File: config.mk
export PLATFORM = sky130hd
export DESIGN_NAME = k_group_stream_reverser
export DESIGN_NICKNAME = d
export VERILOG_FILES = /design/src/sv/kgsr_pkg.sv /design/src/sv/kgsr_buf.sv /design/src/sv/kgsr_seq.sv /design/src/sv/k_group_stream_reverser.sv
export SDC_FILE = /design/constraint.sdc
export NUM_CORES = 1
export LEC_CHECK = 0
export ABC_AREA = 1
export BUFFER_PORTS_ARGS = -buffer_cell sky130_fd_sc_hd__buf_2
export CAP_MARGIN = 20
export CELL_PAD_IN_SITES_DETAIL_PLACEMENT = 0
export CELL_PAD_IN_SITES_GLOBAL_PLACEMENT = 1
export CORE_ASPECT_RATIO = 1.1
export CORE_UTILIZATION = 30
export DETAILED_ROUTE_END_ITERATION = 12
export PLACE_DENSITY = 0.55
export SLEW_MARGIN = 20
export SYNTH_ARGS = -nofsm -noshare
export SYNTH_HDL_FRONTEND = slang
export SYNTH_HIERARCHICAL = 1
export SYNTH_SLANG_ARGS = --single-unit
File: constraint.sdc
create_clock -name i_clk -period 9 [get_ports i_clk]
set_clock_uncertainty 0.1 [all_clocks]
set_input_delay 0.9 -clock i_clk [delete_from_list [all_inputs] [get_ports i_clk]]
set_output_delay 0.9 -clock i_clk [all_outputs]
set_load 0.05 [all_outputs]
File: src/sv/kgsr_pkg.sv
`default_nettype none
package kgsr_pkg;

    localparam int MAX_GROUP_DEF  = 16;
    localparam int DATA_WIDTH_DEF = 32;
    localparam int GS_WIDTH       = 5;
    localparam logic [GS_WIDTH-1:0] GS_RESET = 5'd1;

    typedef enum logic [2:0] {
        ST_IDLE = 3'b001,
        ST_READ = 3'b010,
        ST_LOAD = 3'b100
    } t_state;

    typedef struct packed {
        logic wr_en;
        logic rd_en;
    } t_mem_ctl;

    typedef struct packed {
        logic load;
        logic last;
        logic list_end;
    } t_load;

endpackage
`default_nettype wire

File: src/sv/kgsr_buf.sv
`default_nettype none
module kgsr_buf #(
    parameter int MAX_GROUP  = kgsr_pkg::MAX_GROUP_DEF,
    parameter int DATA_WIDTH = kgsr_pkg::DATA_WIDTH_DEF,
    localparam int AW = $clog2(MAX_GROUP)
) (
    input  wire logic                  i_clk,
    input  wire kgsr_pkg::t_mem_ctl    i_ctl,
    input  wire logic [AW-1:0]         i_wr_addr,
    input  wire logic [DATA_WIDTH-1:0] i_wr_data,
    input  wire logic [AW-1:0]         i_rd_addr,
    output logic [DATA_WIDTH-1:0]      o_rd_data
);

    logic [DATA_WIDTH-1:0] r_mem [MAX_GROUP];
    logic [DATA_WIDTH-1:0] r_rd_data;

    always_ff @(posedge i_clk) begin
        if (i_ctl.wr_en) begin
            r_mem[i_wr_addr] <= i_wr_data;
        end
    end

    // hold read data until the next read
    always_ff @(posedge i_clk) begin
        if (i_ctl.rd_en) begin
            r_rd_data <= r_mem[i_rd_addr];
        end
    end

    assign o_rd_data = r_rd_data;

endmodule
`default_nettype wire

File: src/sv/kgsr_seq.sv
`default_nettype none
module kgsr_seq #(
    parameter int MAX_GROUP = kgsr_pkg::MAX_GROUP_DEF,
    localparam int AW = $clog2(MAX_GROUP),
    localparam int CW = $clog2(MAX_GROUP + 1)
) (
    input  wire logic                          i_clk,
    input  wire logic                          i_rst_n,
    input  wire logic                          i_cfg_valid,
    input  wire logic [kgsr_pkg::GS_WIDTH-1:0] i_cfg_data,
    input  wire logic                          i_in_valid,
    input  wire logic                          i_list_end,
    input  wire logic                          i_out_free,
    output logic                               o_in_stall,
    output kgsr_pkg::t_mem_ctl                 o_ctl,
    output logic [AW-1:0]                      o_wr_addr,
    output logic [AW-1:0]                      o_rd_addr,
    output kgsr_pkg::t_load                    o_load
);

    kgsr_pkg::t_state              r_state, n_state;
    logic [CW-1:0]                 r_fill, n_fill;
    logic [kgsr_pkg::GS_WIDTH-1:0] r_gs;
    logic [AW-1:0]                 r_ptr, n_ptr;
    logic [AW-1:0]                 r_rem, n_rem;
    logic                          r_rev, n_rev;
    logic                          r_end, n_end;
    logic [CW-1:0]                 k_eff;
    logic [CW-1:0]                 fill_inc;
    logic                          in_fire;
    logic                          hit;
    logic                          load_now;

    always_comb begin
        if (r_gs == '0) begin
            k_eff = CW'(1);
        end else if (int'(r_gs) > MAX_GROUP) begin
            k_eff = CW'(MAX_GROUP);
        end else begin
            k_eff = CW'(r_gs);
        end
    end

    assign o_in_stall = (r_state != kgsr_pkg::ST_IDLE);
    assign in_fire    = i_in_valid && (r_state == kgsr_pkg::ST_IDLE);
    assign fill_inc   = r_fill + CW'(1);
    assign hit        = (fill_inc >= k_eff);
    assign load_now   = (r_state == kgsr_pkg::ST_LOAD) && i_out_free;

    always_comb begin
        n_state      = r_state;
        n_fill       = r_fill;
        n_ptr        = r_ptr;
        n_rem        = r_rem;
        n_rev        = r_rev;
        n_end        = r_end;
        o_ctl.wr_en  = 1'b0;
        o_ctl.rd_en  = 1'b0;
        case (r_state)
            kgsr_pkg::ST_IDLE: begin
                if (in_fire) begin
                    o_ctl.wr_en = 1'b1;
                    if (hit || i_list_end) begin
                        n_fill  = '0;
                        n_rem   = AW'(r_fill);
                        n_rev   = hit;
                        n_ptr   = hit ? AW'(r_fill) : '0;
                        n_end   = i_list_end;
                        n_state = kgsr_pkg::ST_READ;
                    end else begin
                        n_fill = fill_inc;
                    end
                end
            end
            kgsr_pkg::ST_READ: begin
                o_ctl.rd_en = 1'b1;
                n_state     = kgsr_pkg::ST_LOAD;
            end
            kgsr_pkg::ST_LOAD: begin
                if (i_out_free) begin
                    if (r_rem == '0) begin
                        n_state = kgsr_pkg::ST_IDLE;
                    end else begin
                        // advance and fetch the next word
                        o_ctl.rd_en = 1'b1;
                        n_ptr       = r_rev ? r_ptr - AW'(1) : r_ptr + AW'(1);
                        n_rem       = r_rem - AW'(1);
                    end
                end
            end
            default: begin
                n_state = kgsr_pkg::ST_IDLE;
            end
        endcase
    end

    assign o_wr_addr       = AW'(r_fill);
    assign o_rd_addr       = n_ptr;
    assign o_load.load     = load_now;
    assign o_load.last     = (r_rem == '0);
    assign o_load.list_end = (r_rem == '0) && r_end;

    always_ff @(posedge i_clk) begin
        if (!i_rst_n) begin
            r_state <= kgsr_pkg::ST_IDLE;
            r_fill  <= '0;
            r_gs    <= kgsr_pkg::GS_RESET;
        end else begin
            r_state <= n_state;
            r_fill  <= n_fill;
            if (i_cfg_valid) begin
                r_gs <= i_cfg_data;
            end
        end
    end

    always_ff @(posedge i_clk) begin
        r_ptr <= n_ptr;
        r_rem <= n_rem;
        r_rev <= n_rev;
        r_end <= n_end;
    end

endmodule
`default_nettype wire

File: src/sv/k_group_stream_reverser.sv
// channel   direction  handshake        payload
// in        input      valid / stall    value, list_end
// out       output     valid / stall    out_value, run_last, out_list_end
// cfg       input      valid / ready    group_size (5 bits), always ready
//
// An item that holds a word back is only written to the group buffer. An item that
// closes a group or ends the list is written, then the first buffer read is made,
// then the words are emitted one by one through the single read port of the buffer.
// Input is stalled from the closing item until the last word of its run is
// loaded into the output register. Output stall holds that register and the
// pending read. Reset is synchronous; it empties the group and sets the size to 1.
`default_nettype none
module k_group_stream_reverser #(
    parameter int MAX_GROUP  = kgsr_pkg::MAX_GROUP_DEF,
    parameter int DATA_WIDTH = kgsr_pkg::DATA_WIDTH_DEF
) (
    input  wire logic                          i_clk,
    input  wire logic                          i_rst_n,
    input  wire logic                          i_cfg_valid,
    output logic                               o_cfg_ready,
    input  wire logic [kgsr_pkg::GS_WIDTH-1:0] i_cfg_data,
    input  wire logic                          i_in_valid,
    output logic                               o_in_stall,
    input  wire logic signed [DATA_WIDTH-1:0]  i_value,
    input  wire logic                          i_list_end,
    output logic                               o_out_valid,
    input  wire logic                          i_out_stall,
    output logic signed [DATA_WIDTH-1:0]       o_out_value,
    output logic                               o_run_last,
    output logic                               o_out_list_end
);

    localparam int AW = $clog2(MAX_GROUP);

    kgsr_pkg::t_mem_ctl    mem_ctl;
    kgsr_pkg::t_load       load;
    logic [AW-1:0]         wr_addr;
    logic [AW-1:0]         rd_addr;
    logic [DATA_WIDTH-1:0] rd_data;
    logic                  out_free;
    logic                  r_out_valid;
    logic [DATA_WIDTH-1:0] r_out_value;
    logic                  r_out_last;
    logic                  r_out_end;

    assign o_cfg_ready = 1'b1;
    assign out_free    = !r_out_valid || !i_out_stall;

    kgsr_seq #(
        .MAX_GROUP (MAX_GROUP)
    ) u_seq (
        .i_clk       (i_clk),
        .i_rst_n     (i_rst_n),
        .i_cfg_valid (i_cfg_valid),
        .i_cfg_data  (i_cfg_data),
        .i_in_valid  (i_in_valid),
        .i_list_end  (i_list_end),
        .i_out_free  (out_free),
        .o_in_stall  (o_in_stall),
        .o_ctl       (mem_ctl),
        .o_wr_addr   (wr_addr),
        .o_rd_addr   (rd_addr),
        .o_load      (load)
    );

    kgsr_buf #(
        .MAX_GROUP  (MAX_GROUP),
        .DATA_WIDTH (DATA_WIDTH)
    ) u_buf (
        .i_clk     (i_clk),
        .i_ctl     (mem_ctl),
        .i_wr_addr (wr_addr),
        .i_wr_data (i_value),
        .i_rd_addr (rd_addr),
        .o_rd_data (rd_data)
    );

    always_ff @(posedge i_clk) begin
        if (!i_rst_n) begin
            r_out_valid <= 1'b0;
        end else if (load.load) begin
            r_out_valid <= 1'b1;
        end else if (!i_out_stall) begin
            r_out_valid <= 1'b0;
        end
    end

    always_ff @(posedge i_clk) begin
        if (load.load) begin
            r_out_value <= rd_data;
            r_out_last  <= load.last;
            r_out_end   <= load.list_end;
        end
    end

    assign o_out_valid    = r_out_valid;
    assign o_out_value    = r_out_value;
    assign o_run_last     = r_out_last;
    assign o_out_list_end = r_out_end;

endmodule
`default_nettype wire

==> metrics <==
number of port buffers 78; Power Dens Cells 234 nW/um^2; VDD IR max 0.119 mV; post-route antenna net violation count 0; worst setup path endpoint u_buf/o_rd_data[10]; WS Path Type reg -> reg; All-Layer GR Usage 16.1%; Slew Limit Fails 0; Avg WL per Cell 19.1 um; I/O Pins 80; fin crit share 56.0%; Post-Syn Nets 2410; Yosys cell types 32; clock buffer depth 3; Power, Total 6.82 mW; share of layout cells above drive strength 1 9.32%; Top FF cell, synth edfxtp_1; final hold viol count 0; Initial DRT Pass Iterations 5; Worst slew margin 26.9%; Setup crit start u_seq/r_fill[0]; Post-synth EDFFs 584; worst endpoint required time 9.24 ns; Die Area 86400 sq um; Max Cap Viol 0; RSZ-0062 raised after global routing false; Syn Std Cell Area 25600 sq um; nets@finish 2474; grt ovf 0; GPL Wtd Cong 0.741; Core ar. 83900 sq um; initial antenna violation count 7; Max FO, Critical Path 70; worst skew pair latency 0.60 ns; top post-synthesis cells by area edfxtp_1, nand2_1, nand3_1; flop2flop setup slack 3.96 ns; biggest area consumer among synthesized cells edfxtp_1; quantity of gates resized following cts 0; min Tclk post-route 5.04 ns; post-synth top area share 68.6%; Cell Rows 111; largest net degree at the start of global routing 165; WP data arrival 5.28 ns; vias per cell 4.45; Die Ht 308 um; clk sinks 602; outcome finished clean; Leak 11.9 nW; sequential area share after synthesis 70.0%; Setup crit start kind register; Clock Tree Root clkbuf_16; Syn Area/Cell 10.8 sq um; Setup TNS 0 ns; area grow syn2layout 14.2%; Gate Count Post-Synth 2357; number of setup violations in the final report 0; first-pass GRT wire length 102 mm; CTS Hold Bufs 0; Synth warnings 6; Routed WL 68.8 mm; CTS tree done; #FFs+latches synth 602; reg2reg end u_buf/o_rd_data[10]; highest clock rate 199 MHz; DP HPWL 32.2 mm; DRC 0; number of global-route vias before repair 15.9k; worst reg2reg startpoint u_seq/r_fill[0]; worst-case reg-to-reg path depth 20; worst slew pin tran 1.10 ns; Worst-path clk slew 0.06 ns; CP endpoint kind register; Fillers 8419; width of the die 280 um; CTS Buf Count 68; H-tree depth 3; setup bufs post-CTS 0; initial core utilization 30.5%; Iteration-0 DRC Markers 984; async set-reset flop share out of synthesis 0%; vias 16.0k; worst min path class reg -> reg
-- critical path, cell delays in order, from the launching register on --
cell and delay, ns:
dfxtp_1 0.51, ha_1 0.24, nand3_1 0.10, xnor2_1 0.21, ha_1 0.28, nand2_1 0.09, nor2_1 0.05, nand2_1 0.11
nand4_2 0.18, nand2_2 0.17, nand2_1 0.06, nand2_1 0.06, nand2_1 0.08, nand2_4 0.38, buf_4 0.75, buf_4 0.76
nand2_1 0.12, nand3_1 0.12, nand3_1 0.11, nand3_1 0.11, nand2_1 0.08
-- area by class of cell --
cell class,instances,area (sq um),area share [%]
diodes,1,2.50,0.00857
flip-flops and latches,602,17900,61.3
clock buffers,90,1870,6.40
well taps,1130,1410,4.84
inverters,421,1590,5.46
clock inverters,26,319,1.09
repair buffers,106,613,2.10
multi-input cells,1222,5480,18.8
-- power by group --
part	internal [mW]	switching (mW)
Sequential	3.14	0.0177
Combinational	0.252	0.651
Clock	1.68	1.08
-- per-stage QoR --
stage,area (sq um),util (%),std cells,setup WS (ns),hold slack [ns]
3_3_place_gp,27000,32.2,3481,3.99,0.307
6_report,29200,34.8,3598,3.96,0.319
4_1_cts,29200,34.8,3597,3.88,0.319
2_1_floorplan,25600,-,2357,5.83,0.300
5_1_grt,29200,34.8,3598,3.38,0.325
3_5_place_dp,27000,32.2,3481,3.91,0.306
-- cell usage after synthesis, drive strengths merged (2+ instances only) --
master and number:
nand3b 2, nand2 738, ha 9, inv 421, buf 97, nor2 37
xor2 2, edfxtp 584, a21oi 9, dfxtp 18, o21ai 14, xnor2 4
nor3 2, nand4 4, nand3 397, clkbuf 15
-- worst min path at each step --
stage	from	to	depth (start not counted)
5_1_grt	u_buf/o_rd_data[6]	o_out_value[6]	0
6_report	u_buf/o_rd_data[31]	o_out_value[31]	0
3_5_place_dp	u_buf/o_rd_data[31]	o_out_value[31]	0
4_1_cts	u_buf/o_rd_data[31]	o_out_value[31]	0
2_1_floorplan	u_buf/o_rd_data[0]	o_out_value[0]	0
3_3_place_gp	u_buf/o_rd_data[28]	o_out_value[28]	0
-- per-layer routing --
layer / global-route usage [%] / vias to the layer above / wire length [um]
li1: - / 7776 / -
met1: 21.0 / 7856 / 30500
met2: 27.4 / 291 / 33800
met3: 2.67 / 92 / 3060
met4: 4.97 / 8 / 1320
met5: 0 / - / 54
-- sequential cells by signal (all words and copies together) (netlist names), 3 cells and up --
signal,cells
u_seq/r_gs,5
u_buf/r_mem,512
u_seq/r_fill,5
u_seq/r_rem,4
u_buf/o_rd_data,32
o_out_value,32
u_seq/r_state,3
u_seq/r_ptr,4
-- placed cells by master (no fill, tap or decap), types with 2 or more instances in the layout --
| cell type | n |
|---|---|
| nand2_1 | 731 |
| edfxtp_1 | 584 |
| inv_1 | 413 |
| nand3_1 | 397 |
| buf_2 | 78 |
| clkbuf_16 | 71 |
| buf_4 | 27 |
| dfxtp_1 | 18 |
| nor2_1 | 18 |
| clkbuf_1 | 17 |
| nor2_4 | 17 |
| o21ai_0 | 13 |
| clkinv_1 | 12 |
| ha_1 | 9 |
| bufinv_16 | 8 |
| a21oi_1 | 8 |
| clkinv_2 | 5 |
| inv_2 | 4 |
| xnor2_1 | 4 |
| nand2_4 | 4 |
| nand2_2 | 3 |
| inv_4 | 3 |
| nand4_1 | 3 |
| inv_6 | 2 |
| clkbuf_8 | 2 |
| nand3b_1 | 2 |
| nor2_8 | 2 |
| xor2_1 | 2 |
-- logic make-up after synthesis --
| logic type | share of synthesized area, % |
|---|---|
| AO/OA/AOI/OAI | 0.465 |
| XOR/XNOR | 0.206 |
| adder cells (fa/ha/maj) | 0.519 |
| buffers and inverters | 9.15 |
| flip-flops | 70.0 |
| other | 0.0147 |
| AND/OR/NAND/NOR | 19.6 |
Note: power is estimated with default switching activity, not from simulation.
